[src/rtl/disc_bit_partial_key_lookup_assert.svh]
// Assertion macros used by the partial-key lookup module.
// Each macro names the clock clk and the reset rst of the module that uses it.
`ifndef DISC_BIT_PARTIAL_KEY_LOOKUP_ASSERT_SVH
`define DISC_BIT_PARTIAL_KEY_LOOKUP_ASSERT_SVH

// The consequent must hold in the same cycle as the antecedent.
`define DBPK_ASSERT_SAME(label, ante, cons) \
  label: assert property (@(posedge clk) disable iff (rst) (ante) |-> (cons)) \
    else $error("dbpk assertion failed");

// The consequent must hold in the cycle after the antecedent.
`define DBPK_ASSERT_NEXT(label, ante, cons) \
  label: assert property (@(posedge clk) disable iff (rst) (ante) |=> (cons)) \
    else $error("dbpk assertion failed");

`endif

[src/rtl/dbpk_pkg.sv]
package dbpk_pkg;

  // Request operation codes.
  typedef enum logic [1:0] {
    OP_MASK_WR  = 2'd0,
    OP_RANK_WR  = 2'd1,
    OP_KEY_BYTE = 2'd2,
    OP_KEY_END  = 2'd3
  } opcode_t;

  // Configuration register indexes.
  localparam int CFG_INDEX_W = 1;
  localparam int CFG_DATA_W  = 8;
  localparam logic [CFG_INDEX_W-1:0] CFG_RANK_COUNT  = 1'b0;
  localparam logic [CFG_INDEX_W-1:0] CFG_MASK_LENGTH = 1'b1;

  // The key byte counter stops here.
  localparam logic [6:0] KEY_POS_MAX = 7'd127;
  // A total rank above this cannot address the 64-bit partial key.
  localparam logic [9:0] RANK_TOTAL_LIMIT = 10'd64;

  typedef enum logic [2:0] {
    ST_IDLE,
    ST_KEY_EV,
    ST_MASK_RD,
    ST_MASK_EV,
    ST_WALK_RD,
    ST_WALK_EV,
    ST_DONE
  } state_t;

  function automatic logic [3:0] pop8(input logic [7:0] v);
    logic [3:0] c;
    c = '0;
    for (int b = 0; b < 8; b++) begin
      c = c + {3'b000, v[b]};
    end
    return c;
  endfunction

  // Parallel bit extract of one byte, most significant selected bit first.
  function automatic logic [7:0] extract8(input logic [7:0] v, input logic [7:0] m);
    logic [7:0] r;
    r = '0;
    for (int b = 7; b >= 0; b--) begin
      if (m[b]) begin
        r = {r[6:0], v[b]};
      end
    end
    return r;
  endfunction

endpackage

[src/rtl/dbpk_if.sv]
interface dbpk_req_if;
  logic       valid;
  logic       ready;
  logic [1:0] opcode;
  logic [7:0] table_index;
  logic [7:0] data_byte;
  logic       last_byte;

  modport source (output valid, output opcode, output table_index, output data_byte,
                  output last_byte, input ready);
  modport sink (input valid, input opcode, input table_index, input data_byte,
                input last_byte, output ready);
endinterface

interface dbpk_rsp_if;
  logic        valid;
  logic        ready;
  logic [7:0]  position;
  logic [63:0] partial_key;
  logic        rank_error;

  modport source (output valid, output position, output partial_key, output rank_error,
                  input ready);
  modport sink (input valid, input position, input partial_key, input rank_error,
                output ready);
endinterface

[src/rtl/disc_bit_partial_key_lookup.sv]
// Discriminative-bit partial-key lookup.
// Requests arrive on req: opcode 0 writes a mask byte, 1 writes a rank entry,
// 2 streams one key byte (last_byte marks the final one) and 3 ends an empty
// or already streamed key. Each key end produces one result on rsp: the entry
// position, the gathered partial key and the rank error flag.
// Table writes complete in the idle state. A key byte whose position lies inside
// the mask is evaluated in a second state, since the mask byte is read from a
// synchronous memory first; other key bytes complete in the idle state. A key end
// then runs a pass over the L mask bytes in use, each read and then evaluated,
// followed by the rank walk over the N rank entries in use, every entry read once.
// The result is then loaded into the output register from the done state, and the
// block returns to idle, where the next request is taken.
// Only one request is in work at a time; req.ready is high while the block
// waits for the next request.
// Reset clears the configuration registers, the key accumulator and the byte
// counter; the table memories are not cleared and must be written before use.
// The result sits in an output register, so the next request is accepted while
// the receiver stalls; a second result waits until the first has been taken.
module disc_bit_partial_key_lookup #(
  parameter int MASK_BYTES   = 64,
  parameter int RANK_ENTRIES = 256
) (
  input  logic                            clk,
  input  logic                            rst,
  input  logic                            cfg_we,
  input  logic [dbpk_pkg::CFG_INDEX_W-1:0] cfg_index,
  input  logic [dbpk_pkg::CFG_DATA_W-1:0]  cfg_data,
  dbpk_req_if.sink                        req,
  dbpk_rsp_if.source                      rsp
);

  `include "disc_bit_partial_key_lookup_assert.svh"

  // Memory address widths; a depth of one still needs one address bit.
  localparam int MAW = (MASK_BYTES > 1) ? $clog2(MASK_BYTES) : 1;
  localparam int RAW = (RANK_ENTRIES > 1) ? $clog2(RANK_ENTRIES) : 1;
  // Caps that bring the table depths into the ranges of the counters.
  localparam int MASK_CAP = (MASK_BYTES > 127) ? 127 : MASK_BYTES;
  localparam int RANK_CAP = (RANK_ENTRIES > 255) ? 255 : RANK_ENTRIES;

  dbpk_pkg::state_t state, state_next;

  logic [7:0]  rank_count;
  logic [6:0]  mask_length;

  logic [63:0] key_acc, key_acc_next;
  logic [6:0]  key_pos, key_pos_next;
  logic [9:0]  rank_total, rank_total_next;
  logic [6:0]  mask_idx, mask_idx_next;
  logic [7:0]  walk_idx, walk_idx_next;
  logic [7:0]  walk_pos, walk_pos_next;
  logic [7:0]  cur_rank, cur_rank_next;
  logic        head_mode, head_mode_next;
  logic        err, err_next;
  logic        load;

  logic [7:0]  held_data;
  logic        held_last;

  logic        res_valid;
  logic [7:0]  res_position;
  logic [63:0] res_key;
  logic        res_error;

  logic        accept;
  logic [6:0]  len;
  logic [7:0]  walk_n;

  logic           mask_we;
  logic           rank_we;
  logic [MAW+7:0] mask_waddr_wide;
  logic [RAW+7:0] rank_waddr_wide;
  logic [6:0]     mask_rsel;
  logic [MAW+6:0] mask_raddr_wide;
  logic [RAW+7:0] rank_raddr_wide;
  logic [7:0]     mask_rdata;
  logic [7:0]     rank_rdata;

  assign accept    = req.valid && req.ready;
  assign req.ready = (state == dbpk_pkg::ST_IDLE);

  // Mask bytes in use and rank entries walked, bounded by the table depths.
  assign len    = (mask_length < 7'(MASK_CAP)) ? mask_length : 7'(MASK_CAP);
  assign walk_n = (rank_count < 8'(RANK_CAP)) ? rank_count : 8'(RANK_CAP);

  // Table writes; indexes beyond a table are dropped.
  assign mask_we = accept && (dbpk_pkg::opcode_t'(req.opcode) == dbpk_pkg::OP_MASK_WR) &&
                   ({24'd0, req.table_index} < 32'(MASK_BYTES));
  assign rank_we = accept && (dbpk_pkg::opcode_t'(req.opcode) == dbpk_pkg::OP_RANK_WR) &&
                   ({24'd0, req.table_index} < 32'(RANK_ENTRIES));
  assign mask_waddr_wide = {{MAW{1'b0}}, req.table_index};
  assign rank_waddr_wide = {{RAW{1'b0}}, req.table_index};

  // The key byte read happens from idle, the finishing pass reads in order.
  assign mask_rsel       = (state == dbpk_pkg::ST_IDLE) ? key_pos : mask_idx;
  assign mask_raddr_wide = {{MAW{1'b0}}, mask_rsel};
  assign rank_raddr_wide = {{RAW{1'b0}}, walk_idx};

  dbpk_ram #(
    .DEPTH (MASK_BYTES),
    .AW    (MAW)
  ) u_mask_ram (
    .clk   (clk),
    .we    (mask_we),
    .waddr (mask_waddr_wide[MAW-1:0]),
    .wdata (req.data_byte),
    .raddr (mask_raddr_wide[MAW-1:0]),
    .rdata (mask_rdata)
  );

  dbpk_ram #(
    .DEPTH (RANK_ENTRIES),
    .AW    (RAW)
  ) u_rank_ram (
    .clk   (clk),
    .we    (rank_we),
    .waddr (rank_waddr_wide[RAW-1:0]),
    .wdata (req.data_byte),
    .raddr (rank_raddr_wide[RAW-1:0]),
    .rdata (rank_rdata)
  );

  // Configuration registers.
  always_ff @(posedge clk) begin
    if (rst) begin
      rank_count  <= '0;
      mask_length <= '0;
    end else if (cfg_we) begin
      unique case (cfg_index)
        dbpk_pkg::CFG_RANK_COUNT:  rank_count  <= cfg_data;
        dbpk_pkg::CFG_MASK_LENGTH: mask_length <= cfg_data[6:0];
        default: ;
      endcase
    end
  end

  // Sequencer: key byte gathering, the finishing mask pass and the rank walk.
  always_comb begin
    logic [3:0] pop;
    logic [9:0] bit_idx;
    logic       head_eval;
    logic       key_bit;

    state_next      = state;
    key_acc_next    = key_acc;
    key_pos_next    = key_pos;
    rank_total_next = rank_total;
    mask_idx_next   = mask_idx;
    walk_idx_next   = walk_idx;
    walk_pos_next   = walk_pos;
    cur_rank_next   = cur_rank;
    head_mode_next  = head_mode;
    err_next        = err;
    load            = 1'b0;
    pop             = dbpk_pkg::pop8(mask_rdata);
    head_eval       = head_mode || (rank_rdata < cur_rank);
    bit_idx         = rank_total - 10'd1 - {2'b00, rank_rdata};
    key_bit         = 1'b0;

    unique case (state)
      dbpk_pkg::ST_IDLE: begin
        if (req.valid) begin
          unique case (dbpk_pkg::opcode_t'(req.opcode))
            dbpk_pkg::OP_MASK_WR, dbpk_pkg::OP_RANK_WR: ;
            dbpk_pkg::OP_KEY_BYTE: begin
              if (key_pos != dbpk_pkg::KEY_POS_MAX) begin
                key_pos_next = key_pos + 7'd1;
              end
              if (key_pos < len) begin
                state_next = dbpk_pkg::ST_KEY_EV;
              end else if (req.last_byte) begin
                state_next      = dbpk_pkg::ST_MASK_RD;
                mask_idx_next   = '0;
                rank_total_next = '0;
              end
            end
            dbpk_pkg::OP_KEY_END: begin
              state_next      = dbpk_pkg::ST_MASK_RD;
              mask_idx_next   = '0;
              rank_total_next = '0;
            end
          endcase
        end
      end

      dbpk_pkg::ST_KEY_EV: begin
        key_acc_next = (key_acc << pop) | {56'd0, dbpk_pkg::extract8(held_data, mask_rdata)};
        if (held_last) begin
          state_next      = dbpk_pkg::ST_MASK_RD;
          mask_idx_next   = '0;
          rank_total_next = '0;
        end else begin
          state_next = dbpk_pkg::ST_IDLE;
        end
      end

      dbpk_pkg::ST_MASK_RD: begin
        if (mask_idx < len) begin
          state_next = dbpk_pkg::ST_MASK_EV;
        end else begin
          state_next     = dbpk_pkg::ST_WALK_RD;
          err_next       = (rank_total > dbpk_pkg::RANK_TOTAL_LIMIT);
          walk_idx_next  = '0;
          walk_pos_next  = '0;
          head_mode_next = 1'b1;
        end
      end

      dbpk_pkg::ST_MASK_EV: begin
        // Every byte in use counts towards the total; those past the key's
        // end also shift the partial key.
        rank_total_next = rank_total + {6'd0, pop};
        if (mask_idx >= key_pos) begin
          key_acc_next = key_acc << pop;
        end
        mask_idx_next = mask_idx + 7'd1;
        state_next    = dbpk_pkg::ST_MASK_RD;
      end

      dbpk_pkg::ST_WALK_RD: begin
        if (walk_idx < walk_n) begin
          state_next = dbpk_pkg::ST_WALK_EV;
        end else begin
          state_next = dbpk_pkg::ST_DONE;
        end
      end

      dbpk_pkg::ST_WALK_EV: begin
        // While skipping, entries at or above the failed rank are passed
        // over; the first lower one is evaluated as the next head at once.
        walk_idx_next = walk_idx + 8'd1;
        if (head_eval) begin
          if ({2'b00, rank_rdata} >= rank_total) begin
            err_next = 1'b1;
          end else if (bit_idx < 10'd64) begin
            key_bit = key_acc[bit_idx[5:0]];
          end
          if (key_bit) begin
            walk_pos_next  = walk_idx + 8'd1;
            head_mode_next = 1'b1;
          end else begin
            cur_rank_next  = rank_rdata;
            head_mode_next = 1'b0;
          end
        end
        state_next = dbpk_pkg::ST_WALK_RD;
      end

      dbpk_pkg::ST_DONE: begin
        if (!res_valid || rsp.ready) begin
          load         = 1'b1;
          key_acc_next = '0;
          key_pos_next = '0;
          state_next   = dbpk_pkg::ST_IDLE;
        end
      end

      default: begin
        state_next = dbpk_pkg::ST_IDLE;
      end
    endcase
  end

  always_ff @(posedge clk) begin
    if (rst) begin
      state      <= dbpk_pkg::ST_IDLE;
      key_acc    <= '0;
      key_pos    <= '0;
      rank_total <= '0;
      mask_idx   <= '0;
      walk_idx   <= '0;
      walk_pos   <= '0;
      head_mode  <= 1'b1;
      err        <= 1'b0;
      res_valid  <= 1'b0;
    end else begin
      state      <= state_next;
      key_acc    <= key_acc_next;
      key_pos    <= key_pos_next;
      rank_total <= rank_total_next;
      mask_idx   <= mask_idx_next;
      walk_idx   <= walk_idx_next;
      walk_pos   <= walk_pos_next;
      head_mode  <= head_mode_next;
      err        <= err_next;
      if (load) begin
        res_valid <= 1'b1;
      end else if (rsp.ready) begin
        res_valid <= 1'b0;
      end
    end
  end

  // Payload registers.
  always_ff @(posedge clk) begin
    cur_rank <= cur_rank_next;
    if (accept) begin
      held_data <= req.data_byte;
      held_last <= req.last_byte;
    end
    if (load) begin
      res_position <= walk_pos;
      res_key      <= key_acc;
      res_error    <= err;
    end
  end

  assign rsp.valid       = res_valid;
  assign rsp.position    = res_position;
  assign rsp.partial_key = res_key;
  assign rsp.rank_error  = res_error;

  `DBPK_ASSERT_SAME(a_walk_in_range, state == dbpk_pkg::ST_WALK_EV, walk_idx < walk_n)
  `DBPK_ASSERT_SAME(a_mask_in_range, state == dbpk_pkg::ST_MASK_EV, mask_idx < len)
  `DBPK_ASSERT_SAME(a_pos_not_past_walk, state == dbpk_pkg::ST_DONE, walk_pos <= walk_idx)
  `DBPK_ASSERT_NEXT(a_key_cleared, load, (key_acc == 64'd0) && (key_pos == 7'd0) && res_valid)
  `DBPK_ASSERT_SAME(a_result_from_done, $rose(res_valid), $past(state == dbpk_pkg::ST_DONE))

endmodule

[src/rtl/dbpk_ram.sv]
module dbpk_ram #(
  parameter int DEPTH = 64,
  parameter int AW    = 6
) (
  input  logic          clk,
  input  logic          we,
  input  logic [AW-1:0] waddr,
  input  logic [7:0]    wdata,
  input  logic [AW-1:0] raddr,
  output logic [7:0]    rdata
);

  logic [7:0] mem [DEPTH];

  always_ff @(posedge clk) begin
    if (we) begin
      mem[waddr] <= wdata;
    end
  end

  always_ff @(posedge clk) begin
    rdata <= mem[raddr];
  end

endmodule

[src/flat_wrapper.sv]
// flat-port wrapper written by rule: the top's interface ports become plain ports
module disc_bit_partial_key_lookup_flat 
#(
  parameter int MASK_BYTES   = 64,
  parameter int RANK_ENTRIES = 256
)
  (clk, rst, cfg_we, cfg_index, cfg_data, req_valid, req_opcode, req_table_index, req_data_byte, req_last_byte, req_ready, rsp_valid, rsp_position, rsp_partial_key, rsp_rank_error, rsp_ready);
  dbpk_req_if req_i ();
  dbpk_rsp_if rsp_i ();
  input  logic clk;
  input  logic rst;
  input  logic cfg_we;
  input  logic [dbpk_pkg::CFG_INDEX_W-1:0] cfg_index;
  input  logic [dbpk_pkg::CFG_DATA_W-1:0] cfg_data;
  input wire logic [$bits(req_i.valid)-1:0] req_valid;
  input wire logic [$bits(req_i.opcode)-1:0] req_opcode;
  input wire logic [$bits(req_i.table_index)-1:0] req_table_index;
  input wire logic [$bits(req_i.data_byte)-1:0] req_data_byte;
  input wire logic [$bits(req_i.last_byte)-1:0] req_last_byte;
  output wire logic [$bits(req_i.ready)-1:0] req_ready;
  output wire logic [$bits(rsp_i.valid)-1:0] rsp_valid;
  output wire logic [$bits(rsp_i.position)-1:0] rsp_position;
  output wire logic [$bits(rsp_i.partial_key)-1:0] rsp_partial_key;
  output wire logic [$bits(rsp_i.rank_error)-1:0] rsp_rank_error;
  input wire logic [$bits(rsp_i.ready)-1:0] rsp_ready;
  assign req_i.valid = req_valid;
  assign req_i.opcode = req_opcode;
  assign req_i.table_index = req_table_index;
  assign req_i.data_byte = req_data_byte;
  assign req_i.last_byte = req_last_byte;
  assign req_ready = req_i.ready;
  assign rsp_valid = rsp_i.valid;
  assign rsp_position = rsp_i.position;
  assign rsp_partial_key = rsp_i.partial_key;
  assign rsp_rank_error = rsp_i.rank_error;
  assign rsp_i.ready = rsp_ready;
  disc_bit_partial_key_lookup #(.MASK_BYTES(MASK_BYTES), .RANK_ENTRIES(RANK_ENTRIES)) u_core (.clk(clk), .rst(rst), .cfg_we(cfg_we), .cfg_index(cfg_index), .cfg_data(cfg_data), .req(req_i), .rsp(rsp_i));
endmodule
[config.mk]
export PLATFORM = sky130hd
export DESIGN_NAME = disc_bit_partial_key_lookup_flat
export DESIGN_NICKNAME = d
export VERILOG_FILES = /design/src/rtl/dbpk_pkg.sv /design/src/rtl/dbpk_if.sv /design/src/rtl/disc_bit_partial_key_lookup.sv /design/src/rtl/dbpk_ram.sv /design/src/flat_wrapper.sv
export VERILOG_INCLUDE_DIRS = /design/src /design/src/rtl
export SDC_FILE = /design/constraint.sdc
export NUM_CORES = 2
export LEC_CHECK = 0
export BUFFER_PORTS_ARGS = -buffer_cell sky130_fd_sc_hd__buf_2
export CAP_MARGIN = 20
export CORE_MARGIN = 3
export CORE_UTILIZATION = 55
export CTS_CLUSTER_DIAMETER = 60
export DETAILED_ROUTE_END_ITERATION = 8
export GPL_TIMING_DRIVEN = 0
export PLACE_DENSITY = 0.7
export REMOVE_ABC_BUFFERS = 1
export SYNTH_ARGS = -nofsm -noshare
export SYNTH_HDL_FRONTEND = slang
export SYNTH_HIERARCHICAL = 1
export SYNTH_SLANG_ARGS = --single-unit
export TNS_END_PERCENT = 50
[constraint.sdc]
create_clock -name clk -period 6.65 [get_ports clk]
set_input_delay 0.3325 -clock clk [delete_from_list [all_inputs] [get_ports clk]]
set_output_delay 0.3325 -clock clk [all_outputs]
set_load 0.01 [all_outputs]
# Word level (Yosys, flattened, before mapping)
# Memory sizes are Yosys's and may differ from the RTL's. A register that Yosys moved wholly into a read port is not among the register bits.
# Index checks and enable logic that the tools add are counted.
# classes
mux	68
n_bitwise	3
n_reduce_logical	25
addsub	13
div	0
eq_ne	24
shifts	1
multipliers	0
magnitude_cmp	12
# op_table
op	n
$pmux 64 s3	1
$mux 64	2
$mux 7	10
$or 64x8->64	1
$shl 64x4->64	1
$mux 8	6
$mux 10	4
$pmux 8 s2	2
$pmux 10 s3	1
$pmux 7 s2	2
$add 4x1->4	6
$pmux 3 s7	1
$pmux 7 s3	1
$mux 1	20
$pmux 10 s2	1
$mux 3	6
$lt 8x8->1	2
$add 7x1->7 const B	2
$lt 7x7->1	2
$mux 6	2
$ne 2x1->1 const B	6
$reduce_and 4->1	3
$add 10x4->10	1
$ge 8x10->1	1
38 further kinds	62
# totals
inputBits	33
word_cells	166
ff_bits	215
latchBits	0
memories	2
romBits	0
ram_bits	2560
# mem_list
memory	depth	width	rd	rd_clocked_by_memory_dff	wr	line	rtl
u_core.u_rank_ram.mem	256	8	1	1	1	dbpk_ram.sv:13	logic [7:0] mem [DEPTH];
u_core.u_mask_ram.mem	64	8	1	1	1	dbpk_ram.sv:13	

# Longest topological paths before layout
# depth
ltp_word	11
depth_mapped	19
mapped_depth_nobuf	17

# Modules after synthesis
# Netlist, hierarchy kept.
# by_module_without_submodules
mod	area_each_um2	seq_area_each_um2	n_inst	cells_each
dbpk_ram (u_core.u_rank_ram)	79556.3	61659.1	1	3733
dbpk_ram (u_core.u_mask_ram)	20161.8	15534.9	1	940
disc_bit_partial_key_lookup	13250.2	5205.0	1	1460

# Least setup slack after synthesis
# Ideal clock, no wire load.
# synth_path
path_type	register -> register
startpoint	register u_core.state[1]
endpoint	register u_core.key_acc[10]
period_less_slack_ns	5.378
stages_incl_launch_ff	11
setup_slack_ns	1.272
path_buffers	3
arrival_ns	5.307
path_cell_list	dfxtp_1 -> nand2_1 -> or2_1 -> clkbuf_1 -> nor2_1 -> o22a_1 -> o31a_1 -> buf_2 -> buf_1 -> nand3_1 -> a21oi_1
# synth_via
elab_chain_len	3
word_cells_on_any_way	8
classes_between	eq/ne (5); mux (1); reduce/logical (2)
# synth_lines
item	line	rtl
start, declared	disc_bit_partial_key_lookup.sv:41	dbpk_pkg::state_t state, state_next;
start signal, assigned	disc_bit_partial_key_lookup.sv:266	state <= dbpk_pkg::ST_IDLE;
start signal, assigned	disc_bit_partial_key_lookup.sv:277	state <= state_next;
$eq 3x2->1 (tied with other cells)	disc_bit_partial_key_lookup.sv:160	unique case (state)
$ne 2x1->1 (no line) or $reduce_bool 3->1 (tied branches)	n/a	
$reduce_and 3->1 (no line)	n/a	
end signal, assigned	disc_bit_partial_key_lookup.sv:278	key_acc <= key_acc_next;
end, declared	disc_bit_partial_key_lookup.sv:46	logic [63:0] key_acc, key_acc_next;
# Parallel ways exist; a longest one is shown, timed or not.
# A chain may end at the register's enable or synchronous reset.

# Final worst setup path
# layout_path
startpoint	register u_core.u_mask_ram.rdata[3] (read register of u_core.u_mask_ram.mem)
endpoint	register u_core.key_acc[4]
# layout_via
elab_chain_len	8
word_cells_on_any_way	14
classes_between	add/sub (5); shift (1); mux (7); bitwise (1)
# layout_lines
item	line	rtl
start, declared	dbpk_ram.sv:10	output logic [7:0] rdata
$add 4x1->4 (5 in series)	dbpk_pkg.sv:36	c = c + {3'b000, v[b]};
$shl 64x4->64	disc_bit_partial_key_lookup.sv:187, disc_bit_partial_key_lookup.sv:214	
$mux 64 or $or 64x8->64 (tied branches)	disc_bit_partial_key_lookup.sv:213, disc_bit_partial_key_lookup.sv:187	
$pmux 64 s3 (*)	disc_bit_partial_key_lookup.sv:160	
# Mark *: on every way between the ends. The rest lies on a longest branch, timed or not. The select of a mux whose other input is x is not followed.

==> flow_summary_export.csv <==
group,metric,value,unit
final_layout,num-fill-cells,13790,
routing,route.detailed.drc,0,
worst_setup_path,cp-end-kind,"flop",
clocking,cts_buffer_depth,4,
yosys,yosysMostFrequentCell,"edfxtp_1",
die,dieHeight,459.2,um
min_path,hold_class,"primary input to flop",
pwr,p_int,29.40,mW
grt,grt.overflow.total,0,
final_layout,final-seq-area,82420,um^2
final_layout,areaGrowthSynthToFinish,12.31,%
worst_setup_path,critical_path_class,"flop to flop",
sta,period_minus_slack,5877,ps
routing,drtIter0Drc,7581,
grt,antenna_found_initial,14,
worst_setup_path,path_cells,"fa_1 -> inv_1 -> fa_1 -> fa_1 -> inv_1 -> ha_4 -> fa_4 -> inv_1 -> and3_1 -> a21oi_1 -> nor3_1 -> a311oi_1 -> a21oi_1",
clocking,cts-root-buf,"clkbuf_16",
routing,routedWlPerCell,29.26,um
worst_setup_path,arrival,6600,ps
sta,max_slew.worst_pin.slew,1133,ps
worst_setup_path,critPathRequiredTime,7370,ps
yosys,yosysSeqAreaShare,72.94,%
sta,clock.fmax,170.2,MHz
worst_setup_path,cpPeakStageDelay,1430,ps
routing,vias,60400,
sta,slew_headroom,23.88,%
pwr,swShare,22.09,%
pwr,leakage,38.76,nW
pwr,power_density,297.4,nW/um^2
clocking,cts_hold_buf,37,
yosys,yosys.cell_types.count,89,
sta,fin_worst_skew,54.49,ps
placed_design,placedInstanceArea,117400,um^2
final_layout,multiInputGateArea,28390,um^2
worst_setup_path,cp_max_fo,69,
pwr,p_comb_share,7.6,%
clocking,cts_tree,"yes",
clocking,post_cts_resized,0,
yosys,synthTopCellsByCount,"edfxtp_1, mux4_2, nor2_1",
routing,firstDrtPassIters,6,
yosys,async_flop_share,0,%
pwr,peakVddDrop,0.0002985,V
yosys,synth_top_area_cell,"edfxtp_1",
yosys,yosysWarnings,6,
grt,grt_pass1_vias,59440,
sta,post-route-period-util,88.37,%
final_layout,nNetsFinal,6402,
clocking,htreeDepth,5,
die,ios,108,
die,rows,165,
placed_design,dp.cells,8640,
yosys,yosysTopAreaCellShare,70.44,%
routing,antenna_left,0,
placed_design,dp_hpwl,165900,um
routing,viasPerCell,6.572,
sta,hold_viol_final,0,
yosys,syn_area,113000,um^2
yosys,ys_seq_elements,2791,
die,die_w,459.2,um
outcome,outcome,"finished clean",
clocking,cts_inserted_buffers,294,
clocking,clk_latency,940,ps
pwr,total_power,37.74,mW
job,maxCapViolations,0,
yosys,synth_ff_type,"edfxtp_1",
die,core_area,203100,um^2
sta,finalSetupViolCount,0,
final_layout,final_cells,9190,
pwr,power.switching,8.335,mW
clocking,clk_pin_slew,60,ps
final_layout,drive_gt1_share,20.50,%
sta,rsz0062_at_grt,"false",
pwr,clockPowerShare,41.1,%
clocking,post_cts_buffers,0,
die,dieArea,210900,um^2
final_layout,stdcell_area,126900,um^2
routing,wl,268900,um
placed_design,routabilityCongestion,0.8581,
grt,grt_pass1_wl,399000,um
worst_setup_path,start_kind,"flop",
yosys,synth.avg_cell_area,18.42,um^2
grt,grt_use_total,25.58,%
yosys,synthTopCellsByArea,"edfxtp_1, mux4_2, dfxtp_1, mux2i_1, nor2_1",
sta,maxSlewViolCount,0,
placed_design,port-buffer-count,107,
yosys,synth_edf_count,2650,
die,start_util,55.61,%
pwr,seqPwrFrac,51.3,%
clocking,cts_sinks,2791,
final_layout,utilization,62.46,%
grt,grt_max_degree,156,
worst_setup_path,cpMaxStageDelayCell,"fa_4",
yosys,netlist_instances,6133,
[cell usage in the layout (no fill, tap or decap), types with 51 or more instances in the layout]
cell type | synthesis | final
edfxtp_1 | 2650 | 2650
mux4_2 | 631 | 631
nor2_1 | 449 | 445
clkbuf_16 | 0 | 303
nand2_1 | 304 | 302
a21oi_1 | 238 | 238
mux2i_1 | 191 | 191
a22oi_1 | 138 | 138
dfxtp_1 | 141 | 133
nand3_1 | 139 | 130
buf_2 | 55 | 103
clkinv_1 | 2 | 68
inv_1 | 60 | 60
ha_1 | 59 | 58
buf_16 | 0 | 58
o21ai_0 | 58 | 56
nor2b_1 | 58 | 55
o221ai_1 | 55 | 55
nor3_1 | 53 | 53
clkbuf_1 | 202 | 51
[cells by family (layout without fill, tap and decap cells)]
logic type	count (synthesis)	count (layout)	share of synthesized area, %
compound gates	758	758	4.516
simple gates	1186	1186	4.755
buf+inv	447	825	2.127
other cells	0	7	0
flops	2791	2791	72.94
mux	853	853	14.63
fa+ha+maj	65	65	0.7598
xor+xnor	33	33	0.2691
[through the flow]
step,TNS [ps],hold WS [ps],setup WS (ps)
finish,0,200.6,773.1
global route,0,187.7,448.1
global placement,-1179330,425.2,-31550
detailed placement,0,435.5,895.5
CTS,0,119.4,851.9
floorplan,-574030,401.6,-19460
[registers in the layout (all words and copies together) (netlist names), 7 cells and up]
register and cells:
u_core/mask_idx 7, u_core/u_mask_ram/mem 512, u_core/held_data 8, u_core/rank_count 8, u_core/u_rank_ram/mem 2048, u_core/rsp.partial_key 64, u_core/rank_total 10, u_core/walk_pos 8
u_core/key_acc 64, u_core/u_mask_ram/rdata 8, u_core/u_rank_ram/rdata 8, u_core/cur_rank 8, u_core/key_pos 7, u_core/walk_idx 8, u_core/rsp.position 8, u_core/mask_length 7
[metal layers]
metal | track usage [%] | routed length, um
met5 | 0 | 42
met2 | 39.74 | 128600
met1 | 37.25 | 107000
met4 | 7.422 | 7678
met3 | 5.280 | 25550
[worst paths after layout]
path                                            startpoint                           end  slack [ps]  depth (start not counted)
worst min-delay path                    req_table_index[1]  u_core/u_mask_ram/mem[50][5]         200                          3
worst min register to register        u_core/rank_count[3]          u_core/rank_count[3]         460                          2
worst max register to register  u_core/u_mask_ram/rdata[3]             u_core/key_acc[4]         770                         13
worst max-delay path            u_core/u_mask_ram/rdata[3]             u_core/key_acc[4]         770                         13
[critical path: cells and delay by family, from the launching register on]
family | cells | cell delay, ps
adder cells (fa/ha/maj) | 5 | 3010
buffers and inverters | 3 | 830
flip-flops | 1 | 640
AO/OA/AOI/OAI | 3 | 590
AND/OR/NAND/NOR | 2 | 520
[power groups by stage]
stage,combinational (mW),sequential [mW],clock [mW]
2_1_floorplan,1.96,19.7,0
3_3_place_gp,2.91,19.8,0
3_5_place_dp,2.80,19.7,0
4_1_cts,2.83,19.4,15.8
5_1_grt,3.09,19.4,16.5
6_report,2.86,19.4,15.5
[layout make-up]
type	count	share of cell area [%]
multi-input combinational	2895	22.37
timing repair buffer	257	2.712
clock inverter	148	0.9763
clock buffer	355	6.138
sequential	2791	64.96
tap	2672	2.635
antenna	7	0.01381
inverter	65	0.1933
(Power assumes the default switching activity.)
